===== src/rtl/sme_pkg.sv =====
// ----------------------------------------------------------------------------
// sme_pkg
// Shared constants for the stack machine executor: sizes, command codes and
// result status codes.
// ----------------------------------------------------------------------------
package sme_pkg;

    localparam int STACK_DEPTH = 256;
    localparam int VALUE_WIDTH = 32;
    localparam int ADDR_W      = $clog2(STACK_DEPTH);
    localparam int DEPTH_W     = $clog2(STACK_DEPTH + 1);
    localparam int CNT_W       = $clog2(VALUE_WIDTH + 1);

    typedef logic [VALUE_WIDTH-1:0] value_t;
    typedef logic [DEPTH_W-1:0]     depth_t;
    typedef logic [2:0]             cmd_t;
    typedef logic [1:0]             status_t;

    localparam cmd_t CMD_PUSH = 3'd0;
    localparam cmd_t CMD_ADD  = 3'd1;
    localparam cmd_t CMD_SUB  = 3'd2;
    localparam cmd_t CMD_MUL  = 3'd3;
    localparam cmd_t CMD_DIV  = 3'd4;
    localparam cmd_t CMD_NEG  = 3'd5;
    localparam cmd_t CMD_RET  = 3'd6;

    localparam status_t STATUS_OK    = 2'd0;
    localparam status_t STATUS_RET   = 2'd1;
    localparam status_t STATUS_STACK = 2'd2;
    localparam status_t STATUS_DIV0  = 2'd3;

endpackage


===== src/rtl/sme_div.sv =====
// ----------------------------------------------------------------------------
// sme_div
// Iterative signed divider: one quotient bit per cycle, restoring scheme on
// magnitudes, quotient truncated toward zero and wrapped to the value width.
// ----------------------------------------------------------------------------
module sme_div
    import sme_pkg::*;
(
    input  logic   clk,
    input  logic   rst_n,
    input  logic   start,
    input  value_t dividend,
    input  value_t divisor,
    output logic   done,
    output value_t quotient
);

    value_t            rem_reg, rem_next;
    value_t            quo_reg, quo_next;
    value_t            dvs_reg, dvs_next;
    logic              neg_reg, neg_next;
    logic [CNT_W-1:0]  cnt_reg, cnt_next;
    logic              done_reg, done_next;

    logic [VALUE_WIDTH:0] shifted;
    logic [VALUE_WIDTH:0] diff;

    // one restoring step
    assign shifted = {rem_reg, quo_reg[VALUE_WIDTH-1]};
    assign diff    = shifted - {1'b0, dvs_reg};

    always_comb
    begin
        rem_next  = rem_reg;
        quo_next  = quo_reg;
        dvs_next  = dvs_reg;
        neg_next  = neg_reg;
        cnt_next  = cnt_reg;
        done_next = 1'b0;
        if (start)
        begin
            // load magnitudes and remember the quotient sign
            rem_next = '0;
            quo_next = dividend[VALUE_WIDTH-1] ? value_t'(-dividend) : dividend;
            dvs_next = divisor[VALUE_WIDTH-1] ? value_t'(-divisor) : divisor;
            neg_next = dividend[VALUE_WIDTH-1] ^ divisor[VALUE_WIDTH-1];
            cnt_next = CNT_W'(VALUE_WIDTH);
        end
        else if (cnt_reg != '0)
        begin
            if (!diff[VALUE_WIDTH])
            begin
                rem_next = diff[VALUE_WIDTH-1:0];
                quo_next = {quo_reg[VALUE_WIDTH-2:0], 1'b1};
            end
            else
            begin
                rem_next = shifted[VALUE_WIDTH-1:0];
                quo_next = {quo_reg[VALUE_WIDTH-2:0], 1'b0};
            end
            cnt_next  = cnt_reg - CNT_W'(1);
            done_next = (cnt_reg == CNT_W'(1));
        end
    end

    // control state
    always_ff @(posedge clk or negedge rst_n)
    begin
        if (!rst_n)
        begin
            cnt_reg  <= '0;
            done_reg <= 1'b0;
        end
        else
        begin
            cnt_reg  <= cnt_next;
            done_reg <= done_next;
        end
    end

    // datapath
    always_ff @(posedge clk)
    begin
        rem_reg <= rem_next;
        quo_reg <= quo_next;
        dvs_reg <= dvs_next;
        neg_reg <= neg_next;
    end

    assign done     = done_reg;
    assign quotient = neg_reg ? value_t'(-quo_reg) : quo_reg;

endmodule


===== config.mk =====
export PLATFORM = sky130hd
export DESIGN_NAME = sme_div
export DESIGN_NICKNAME = d
export VERILOG_FILES = /design/src/rtl/sme_pkg.sv /design/src/rtl/sme_div.sv
export SDC_FILE = /design/constraint.sdc
export NUM_CORES = 1
export LEC_CHECK = 0
export BUFFER_PORTS_ARGS = -buffer_cell sky130_fd_sc_hd__clkbuf_2
export CELL_PAD_IN_SITES_DETAIL_PLACEMENT = 1
export CELL_PAD_IN_SITES_GLOBAL_PLACEMENT = 1
export CORE_MARGIN = 1
export CORE_UTILIZATION = 35
export CTS_CLUSTER_DIAMETER = 120
export CTS_CLUSTER_SIZE = 24
export DETAILED_ROUTE_END_ITERATION = 10
export GPL_ROUTABILITY_DRIVEN = 1
export GPL_TIMING_DRIVEN = 1
export PLACE_DENSITY_LB_ADDON = 0.1
export SLEW_MARGIN = 20
export SYNTH_ARGS = -nofsm -noshare
export SYNTH_HDL_FRONTEND = slang
export SYNTH_SLANG_ARGS = --single-unit

===== constraint.sdc =====
create_clock -name clk -period 3.69 [get_ports clk]
set_clock_uncertainty 0.15 [all_clocks]
set_input_delay 0.369 -clock clk [delete_from_list [all_inputs] [get_ports clk]]
set_output_delay 0.369 -clock clk [all_outputs]
set_load 0.02 [all_outputs]

==> summary.md, run 1 <==
| Metric | Value |
|---|---|
| Combinational Power Share | 0.442 |
| Post-DP HPWL | roughly 16 mm |
| Post-Syn Area per Cell | around 9 um^2 |
| Skew-Pair Late Insertion Delay | 0.35 ns |
| Global route hottest layer | met2 |
| Slowest CP cell | or4_4 |
| CTS root buf | clkbuf_16 |
| DR vias/cell | 5.284 |
| Chip width | 148.8 um |
| Fin crit period | ~3.8 ns |
| Cts bufs inserted | 9 |
| Most frequent cells in the layout | clkbuf_2 (91), xnor2_1 (78), nand2_1 (77) |
| Register area share after synthesis | 0.3670 |
| Worst Path Max Fanout | 5 |
| CP max stage delay | around 0.5 ns |
| Post-layout util | 0.4172 |
| Final Hold Viols | 0 |
| Avg WL per Cell | around 17 um |
| Failing checks | negative setup slack |
| Input/output buffers | 99 |
| Worst-Margin Slew | between 0.9 and 1 ns |
| Leakage | around 0.0036 uW |
| GR Util met3 | 0.02875 |
| GPL Wtd Cong | around 0.81 |
| Clk network pwr share | 0.189 |
| P_int | approximately 2900 uW |
| Flop pwr share | 0.369 |
| Global-route wire length before repair | roughly 33 mm |
| Routing usage on met1 | 0.2468 |
| Crit path max-delay family | simple AND/OR/NAND/NOR gates |
| R2r endpoint | rem_reg[29] |
| Area Overhead vs Synth | 16.67% |
| GRT overflow | 0 |
| Worst r2r path cells | 12 |
| Post-synth top area share | 0.2588 |
| Placement Rows | 53 |
| Sw Share | 0.4020 |
| CP Capture Type | primary output |
| Cell Pwr Density | 545.7 nW/um^2 |
| Vias in the first global route | about 6400 |
| Number of synthesized flops with an enable pin | 65 |
| CP arrival | between 3 and 4 ns |
| Critical path launch point | quo_reg[1] |
| Mapped Cells | roughly 840 |
| Setup crit start kind | register |
| RSZ-0062 raised after global routing | true |
| DRT antenna net count | 0 |
| CTS max path bufs | 2 |
| Largest net degree at the start of global routing | 59 |
| Via count | roughly 6400 |
| Synth top area cells | edfxtp_1 (26%), xnor2_1 (9.1%), dfxtp_1 (8.5%) |
| Crit path to | quotient[29] |
| Total Power | 4801 uW |
| Share of cells above drive strength 1 | 0.1735 |
| Die Area | between 20000 and 25000 um^2 |
| Die height | between 100 and 150 um |
| Initial core utilization | 0.3576 |
| Top cell type by total area after synthesis | edfxtp_1 |
| NumNets Final | 1045 |
| Pre-antenna DRT Iters | 4 |
| Crit Path Category | register to primary output |
| Slack of the critical path | -0.1017 ns |
| Status | finished with violations |
| CTS sink cnt | 104 |
| Global Route Usage Sum | 0.1863 |
| Ys Warns | 0 |
| Max Fclk | ~260 MHz |
| Critical Path RT | roughly 3.2 ns |
| Drc violations | 0 |
| CORE AREA | between 20000 and 25000 um^2 |
| CP Depth | 11 |
| Mapped Nets | approximately 950 |
| Maximum vdd ir drop | approximately 0.23 mV |
| Top Ports | 100 |
| Min-Delay Path Class | primary input to register |
| Placement Setup Slack | approximately 0.12 ns |
| Final setup TNS | -0.3734 ns |
| Primary FF master, synth | edfxtp_1 |
| Worst-path clk slew | 0.07 ns |
| Initial antenna violation count | 0 |
| R2r startpoint | quo_reg[31] |
| Met2 usage | 0.3178 |
| H-tree depth | 3 |
| DR iter-0 viols | about 260 |
| Final WL | between 20 and 25 mm |
| Switch Pwr | 1930 uW |
| TritonCTS clock tree | done |
| Final Max Slew Viols | 0 |
| Final Cycle Share | 1.028 |
| Max cap viols | 0 |
| Synth Register Bits | about 100 |
| Max-slew headroom | 0.3834 |
| Distinct cells, synth | 64 |
| Ys async rst share | 0.06731 |
| Synthesized area | 7541 um^2 |
| Final setup fails | 6 |
| Ant diodes | 0 |
| Crit-path cells | buf_4, nor3_4, nand2_1, or3_4, or4_4, nor2_1, nand2_1, or4_4, o41ai_4, xnor2_1, buf_4 |
| Most common cell after layout, fill and taps aside | clkbuf_2 |
| Worst Path Buf+Inv | 2 |
| FF-to-FF setup slack | 0.20 ns |
-- metal layers --
metal	vias up	part of all wire
met3	13	0.033
met2	113	0.46
li1	3246	-
met4	0	0.011
met5	-	0
met1	3075	0.49
-- power groups by stage --
| stage | logic [uW] | clock network, uW | registers, uW |
|---|---|---|---|
| floorplan | 1530 | 0 | 1700 |
| global placement | 2060 | 0 | 1780 |
| detailed placement | 2090 | 0 | 1780 |
| CTS | 2120 | 944 | 1770 |
| global route | 2350 | 988 | 1810 |
| finish | 2120 | 908 | 1770 |
-- cell type report --
type,instances,area [um^2]
fill,2535,12290
multi-input combinational,653,4531
sequential,104,2768
timing repair buffer,121,693.2
tap,275,344.1
clock buffer,10,229.0
inverter,51,191.4
clock inverter,6,42.54
-- cell usage after synthesis, types with 18 or more instances --
| master | number |
|---|---|
| a21oi_1 | 62 |
| clkbuf_1 | 25 |
| dfxtp_1 | 32 |
| edfxtp_1 | 65 |
| ha_1 | 37 |
| inv_1 | 51 |
| mux2i_1 | 18 |
| nand2_1 | 77 |
| nor2_1 | 54 |
| o21ai_0 | 73 |
| o31ai_1 | 25 |
| xnor2_1 | 78 |
| xor2_1 | 40 |
-- through the flow --
| stage | instances | area [um^2] | hold WS [ns] |
|---|---|---|---|
| final | 1220 | 8798 | 0.1166 |
| after global routing | 1220 | 8798 | 0.1132 |
| after CTS | 1217 | 8732 | 0.1122 |
| after detailed placement | 1197 | 8371 | 0.06678 |
| after global placement | 1197 | 8371 | 0.07006 |
| after floorplan | 842 | 7541 | -0.07659 |
-- how the worst min path moves through the flow --
| stage | startpoint | end | slack (ns) | depth (start not counted) |
|---|---|---|---|---|
| floorplan | rst_n | cnt_reg[0] | -0.08 | 0 |
| global placement | rst_n | done | 0.07 | 1 |
| detailed placement | rst_n | cnt_reg[4] | 0.07 | 1 |
| CTS | divisor[0] | dvs_reg[0] | 0.11 | 1 |
| global route | divisor[0] | dvs_reg[0] | 0.11 | 1 |
| finish | divisor[0] | dvs_reg[0] | 0.12 | 1 |
-- kinds of logic (layout without fill, tap and decap cells) --
kind of cell | after synthesis | in the layout | share of synthesized area
adder cells (fa/ha/maj) | 38 | 38 | 0.06404
XOR/XNOR | 118 | 118 | 0.1371
flip-flops | 104 | 104 | 0.3670
AND/OR/NAND/NOR | 239 | 239 | 0.1585
buffers and inverters | 85 | 188 | 0.04364
AO/OA/AOI/OAI | 238 | 238 | 0.2029
multiplexers | 20 | 20 | 0.02688
-- what timing repair did --
action,CTS,global route
hold buffers,1,0
endpoints found under the setup margin,9,11
buffers inserted,3,3
gates resized for setup,11,18
pin swaps,0,5
endpoints found under the hold margin,7,0
-- worst register-to-register path: stages (launching register included) --
cell and delay (ns):
edfxtp_1 0.36, inv_1 0.05, ha_1 0.22, fa_1 0.40, nand2b_1 0.17, a21oi_1 0.27, o41ai_4 0.14, o22ai_1 0.33
o211ai_2 0.18, and3b_1 0.27, or2_1 0.30, or4_1 0.52, nand3_1 0.09
Power figures use the tool's default switching activity.
==> run 2: changes to the inputs <==
- CTS_CLUSTER_DIAMETER: 120 -> 50
- clock period: 3.69 -> 4.5 ns (I/O delays scaled with it)
==> run 2 against run 1 <==
- the run now ends clean
- die area unchanged
- sequential power fell by 18%
- sequential cell count unchanged
- first-iteration DRC count shrank 27%
- total power decreased by 16%
- design area decreased by 1.4%
- utilization shrank 0.58 points
- combinational power down 21%
- global-route usage is 0.25 points lower
- clock power down 0.9%
- critical path type unchanged
- critical endpoint is now quotient[31]
==> summary.md, run 2 (same netlist as run 1, synthesis figures left out) <==
| Metric | Value |
|---|---|
| Top Ports | 100 (unchanged) |
| Cell Pwr Density | 463.5 nW/um^2 (was 545.7 nW/um^2) |
| Global route hottest layer | met2 (unchanged) |
| Max Fclk | approximately 230 MHz |
| Worst r2r path cells | 12 (unchanged) |
| RSZ-0062 raised after global routing | false (was true) |
| Met2 usage | 0.3121 (was 0.3178) |
| CTS max path bufs | 2 (unchanged) |
| TritonCTS clock tree | done (unchanged) |
| Hold depth | 1 (unchanged) |
| Chip width | 148.8 um (unchanged) |
| Routing usage on met1 | 0.2487 (was 0.2468) |
| Final Cycle Share | 0.9481 |
| R2r endpoint | rem_reg[29] (unchanged) |
| Min-Delay Path Class | primary input to register (unchanged) |
| GRT overflow | 0 (unchanged) |
| Final setup TNS | 0 ns (was -0.3734 ns) |
| Pre-antenna DRT Iters | 4 (unchanged) |
| Input/output buffers | 99 (unchanged) |
| Number of gates resized after cts | 0 (was 11) |
| Worst hold endpoint | dvs_reg[0] (unchanged) |
| Worst Path Max Fanout | 5 (unchanged) |
| Share of cells above drive strength 1 | 0.1515 (was 0.1735) |
| CTS sink cnt | 104 (unchanged) |
| Initial core utilization | 0.3576 (unchanged) |
| DR vias/cell | 5.206 (was 5.284) |
| Ant diodes | 0 (unchanged) |
| Most common cell after layout, fill and taps aside | clkbuf_2 (unchanged) |
| Most frequent cells in the layout | clkbuf_2 (98), xnor2_1 (78), nand2_1 (77) (was clkbuf_2 (91), xnor2_1 (78), nand2_1 (77)) |
| Placement Rows | 53 (unchanged) |
| GR Util met3 | 0.01896 (was 0.02875) |
| Global-route wire length before repair | 32.21 mm (was 32.62 mm) |
| GPL Wtd Cong | 0.8067 (was 0.8091) |
| Leakage | 0.003537 uW (was 0.003599 uW) |
| Final WL | 19.99 mm (was 20.38 mm) |
| Final Max Slew Viols | 0 (unchanged) |
| Area Overhead vs Synth | 15.07% (was 16.67%) |
| Final Hold Viols | 0 (unchanged) |
| Cts bufs inserted | 9 (unchanged) |
| Final setup fails | 0 (was 6) |
| Critical path launch point | quo_reg[1] (unchanged) |
| CTS root buf | clkbuf_16 (unchanged) |
| Post-DP HPWL | 15.52 mm (was 15.72 mm) |
| Drc violations | 0 (unchanged) |
| Largest net degree at the start of global routing | 67 (was 59) |
| Hold Crit Start | divisor[0] (unchanged) |
| Global Route Usage Sum | 0.1839 (was 0.1863) |
| CORE AREA | 21090 um^2 (unchanged) |
| Worst-path clk slew | 0.07 ns (about the same) |
| Die Area | 22140 um^2 (unchanged) |
| Fin crit period | 4.266 ns |
| Crit Path Category | register to primary output (unchanged) |
| Die height | 148.8 um (unchanged) |
| DRT antenna net count | 0 (unchanged) |
| Critical Path RT | 3.90 ns (was 3.17 ns) |
| NumNets Final | 1031 (was 1045) |
| Max-slew headroom | 0.3437 (was 0.3834) |
| CP arrival | 3.67 ns (was 3.27 ns) |
| DR iter-0 viols | 188 (was 259) |
| Via count | 6279 (was 6447) |
| Initial antenna violation count | 0 (unchanged) |
| FF-to-FF setup slack | 0.73 ns (was 0.20 ns) |
| H-tree depth | 3 (unchanged) |
| Vias in the first global route | 6203 (was 6412) |
| Avg WL per Cell | 16.58 um (was 16.70 um) |
| Maximum vdd ir drop | 0.1919 mV (was 0.2266 mV) |
| Status | finished clean (was finished with violations) |
| R2r startpoint | quo_reg[31] (unchanged) |
| Setup crit start kind | register (unchanged) |
| CP Capture Type | primary output (unchanged) |
| Skew-Pair Late Insertion Delay | 0.35 ns (about the same) |
| Max cap viols | 0 (unchanged) |
| Post-layout util | 0.4115 (was 0.4172) |
| Worst-Margin Slew | 0.9845 ns (was 0.9248 ns) |
run 2: report_power, final:
group | internal (uW) | total [uW] | leakage (uW) | switching [uW]
logic | 686 | 1670 | 0.00236 | 988
clock network | 530 | 900 | 0.000176 | 369
registers | 1240 | 1450 | 0.000998 | 207
total | 2460 | 4020 | 0.00354 | 1560
run 2: how the worst max path moves through the flow:
stage / cells past startpoint / endpoint
global route: 10 / quotient[31]
finish: 10 / quotient[31]
global placement: 10 / quotient[31]
floorplan: 11 / quotient[26]
CTS: 10 / quotient[31]
detailed placement: 10 / quotient[31]
run 2: final cells by class:
cell class	instances	area, um^2
Clock inverter	2	17.52
Clock buffer	14	339.1
Timing Repair Buffer	107	573.1
Inverter	51	191.4
Tap cell	275	344.1
Fill cell	2527	12410
Sequential cell	104	2768
Multi-Input combinational cell	653	4444
run 2: per-stage QoR:
stage               hold slack, ns  cell area, um^2  setup WS (ns)  power [uW]  cells
floorplan                 0.004409             7541          1.086        2645    842
global placement            0.1487             8310         0.6191        3133   1189
detailed placement          0.1520             8310         0.6278        3150   1189
CTS                         0.1950             8677         0.2223        4071   1206
global route                0.2023             8677        0.08161        4293   1206
finish                      0.2074             8677         0.2337        4021   1206
run 2: worst max-delay path: stages, from the launching register on:
cell	delay, ns
edfxtp_1	0.42
nor3_1	0.29
nand2_1	0.10
or3_1	0.36
or4_1	0.50
nor2_1	0.13
nand2_1	0.08
or4_1	0.56
o31ai_1	0.43
xnor2_1	0.22
clkbuf_2	0.23
run 2: metal layers:
metal | routed length (um) | share of wire | vias to the layer above
met5 | 0 | 0 | -
met4 | 175 | 0.0088 | 0
met3 | 613 | 0.031 | 10
met2 | 9311 | 0.47 | 116
met1 | 9890 | 0.49 | 2929
li1 | - | - | 3224
run 2: repair_timing:
action,in CTS,in global routing
hold buffers,1,0
endpoints found under the hold margin,7,0
buffers inserted,0,0
==> run 3: changes to the inputs <==
- BUFFER_PORTS_ARGS: -buffer_cell sky130_fd_sc_hd__clkbuf_2 -> -buffer_cell sky130_fd_sc_hd__buf_2
- CORE_UTILIZATION: 35 -> 37
==> run 3 against run 2 <==
- critical path depth stayed put
- register-to-register slack got worse by 0.04 ns
- count of clock-buffer cells in the layout decreased by 5
- total power decreased by 2.7%
- routed wire length up 2.8%
- first-iteration DRC count is 92% higher
- sequential cell count did not move
- critical endpoint unchanged
- largest cell class unchanged
==> summary.md, run 3 (same netlist as run 1, synthesis figures left out) <==
| Metric | Value |
|---|---|
| Status | finished clean (unchanged) |
| Crit Path Category | register to primary output (unchanged) |
| Total Power | 3912 uW (was 4021 uW) |
| Worst Path Max Fanout | 5 (unchanged) |
| Largest net degree at the start of global routing | 66 (was 67) |
| Ant diodes | 0 (unchanged) |
| Max-slew headroom | 0.3509 (was 0.3437) |
| Drc violations | 0 (unchanged) |
| DR vias/cell | 5.395 (was 5.206) |
| Most frequent cells in the layout | buf_2 (98), xnor2_1 (78), nand2_1 (77) (was clkbuf_2 (98), xnor2_1 (78), nand2_1 (77)) |
| # Post-CTS Setup Buffers | 0 (unchanged) |
| Final setup TNS | 0 ns (unchanged) |
| TritonCTS clock tree | done (unchanged) |
| CTS root buf | clkbuf_16 (unchanged) |
| CORE AREA | 19720 um^2 (was 21090 um^2) |
| Die height | 144.8 um (was 148.8 um) |
| H-tree depth | 3 (unchanged) |
| Global-route wire length before repair | 33.35 mm (was 32.21 mm) |
| CP max stage delay | 0.55 ns (was 0.56 ns) |
| Max Fclk | 230.6 MHz (was 234.4 MHz) |
| Fin crit period | 4.337 ns (was 4.266 ns) |
| Cell Pwr Density | 455.4 nW/um^2 (was 463.5 nW/um^2) |
| Hold WS | 0.1878 ns (was 0.2074 ns) |
| RSZ-0062 raised after global routing | false (unchanged) |
| Via count | 6458 (was 6279) |
| NumNets Final | 1032 (was 1031) |
| Final WL | 20.56 mm (was 19.99 mm) |
| DR iter-0 viols | 361 (was 188) |
| Setup crit start kind | register (unchanged) |
| Crit-path cells | nor3_1, nand2_1, or3_1, or4_1, nor2_1, nand2_1, or4_1, o31ai_1, xnor2_1, buf_2 (was nor3_1, nand2_1, or3_1, or4_1, nor2_1, nand2_1, or4_1, o31ai_1, xnor2_1, clkbuf_2) |
| Critical Path RT | 3.90 ns (about the same) |
| Crit path max-delay family | simple AND/OR/NAND/NOR gates (unchanged) |
| Vias in the first global route | 6589 (was 6203) |
| Die Area | 20960 um^2 (was 22140 um^2) |
| GRT overflow | 0 (unchanged) |
| Chip width | 144.8 um (was 148.8 um) |
| Area Overhead vs Synth | 13.92% (was 15.07%) |
| CP arrival | 3.74 ns (was 3.67 ns) |
| Final Hold Viols | 0 (unchanged) |
| Worst Path Buf+Inv | 1 (unchanged) |
| Initial antenna violation count | 1 (was 0) |
| GPL Wtd Cong | 0.8298 (was 0.8067) |
| FF-to-FF setup slack | 0.69 ns (was 0.73 ns) |
| Most common cell after layout, fill and taps aside | buf_2 (was clkbuf_2) |
| CTS max path bufs | 2 (unchanged) |
| Worst-Margin Slew | 0.9736 ns (was 0.9845 ns) |
| CTS sink cnt | 104 (unchanged) |
| Final Cycle Share | 0.9638 (was 0.9481) |
| Hold_buf cts | 1 (unchanged) |
| Final setup fails | 0 (unchanged) |
| Pre-antenna DRT Iters | 4 (unchanged) |
| Maximum vdd ir drop | 0.1792 mV (was 0.1919 mV) |
| Placement Rows | 51 (was 53) |
| Post-DP HPWL | 16.09 mm (was 15.52 mm) |
| DRT antenna net count | 0 (unchanged) |
| Cts bufs inserted | 9 (unchanged) |
| Skew-Pair Late Insertion Delay | 0.36 ns (was 0.35 ns) |
| CP Capture Type | primary output (unchanged) |
| Input/output buffers | 99 (unchanged) |
| Share of cells above drive strength 1 | 0.1524 (was 0.1515) |
| Leakage | 0.003484 uW (was 0.003537 uW) |
| Top Ports | 100 (unchanged) |
| Min-Delay Path Class | primary input to register (unchanged) |
| FILL cells | 2320 (was 2527) |
| Max cap viols | 0 (unchanged) |
| Avg WL per Cell | 17.17 um (was 16.58 um) |
| Final Max Slew Viols | 0 (unchanged) |
| Slowest CP cell | or4_1 (unchanged) |
| Number of gates resized after cts | 0 (unchanged) |
| Worst-path clk slew | 0.08 ns (was 0.07 ns) |
| Global Route Usage Sum | 0.2069 (was 0.1839) |
| Initial core utilization | 0.3824 (was 0.3576) |
run 3: path summary, 6_finish.rpt:
path / from / endpoint / cells past startpoint
worst max-delay path: quo_reg[0] / quotient[31] / 10
worst min-delay path: divisor[0] / dvs_reg[0] / 1
worst max register to register: quo_reg[31] / rem_reg[0] / 14
worst min register to register: rem_reg[7] / rem_reg[7] / 2
max in group asynchronous: rst_n / cnt_reg[5] / 2
min in group asynchronous: rst_n / cnt_reg[3] / 2
run 3: where the power goes:
| group | switching, uW | leakage (uW) | internal [uW] |
|---|---|---|---|
| Combinational | 993 | 0.00235 | 683 |
| Sequential | 213 | 0.000998 | 1240 |
| Clock | 393 | 0.000141 | 389 |
run 3: worst reg2reg max path, delay by kind of cell, from the launching register on:
family	cells	cell delay, ns
adders and majority gates	2	0.61
and+or+nand+nor	2	0.49
AOI/OAI and AO/OA	7	1.52
DFF	1	0.40
buffers and inverters	3	0.53
run 3: cell type report:
| type | instances | area [um^2] | area share |
|---|---|---|---|
| inverters | 51 | 191.4 | 0.02228 |
| well taps | 265 | 331.6 | 0.03860 |
| repair buffers | 108 | 568.0 | 0.06612 |
| multi-input cells | 653 | 4444 | 0.5173 |
| clock buffers | 9 | 225.2 | 0.02622 |
| clock inverters | 7 | 62.56 | 0.007282 |
| flip-flops and latches | 104 | 2768 | 0.3222 |
run 3: metal layers:
| layer | up-vias | track usage | routed length [um] |
|---|---|---|---|
| met1 | 3070 | 0.2720 | 9859 |
| met3 | 23 | 0.02896 | 806 |
| met5 | - | 0 | 13 |
| met2 | 137 | 0.3489 | 9552 |
| li1 | 3226 | - | - |
| met4 | 2 | 0.06593 | 324 |
run 3: stage by stage:
step                utilization  cells  area (um^2)  setup slack [ns]
detailed placement       0.4206   1180         8293            0.6366
global placement         0.4206   1180         8293            0.6931
floorplan                     -    842         7541             1.086
CTS                      0.4357   1197         8591            0.2116
finish                   0.4357   1197         8591            0.1627
global route             0.4357   1197         8591           0.07087
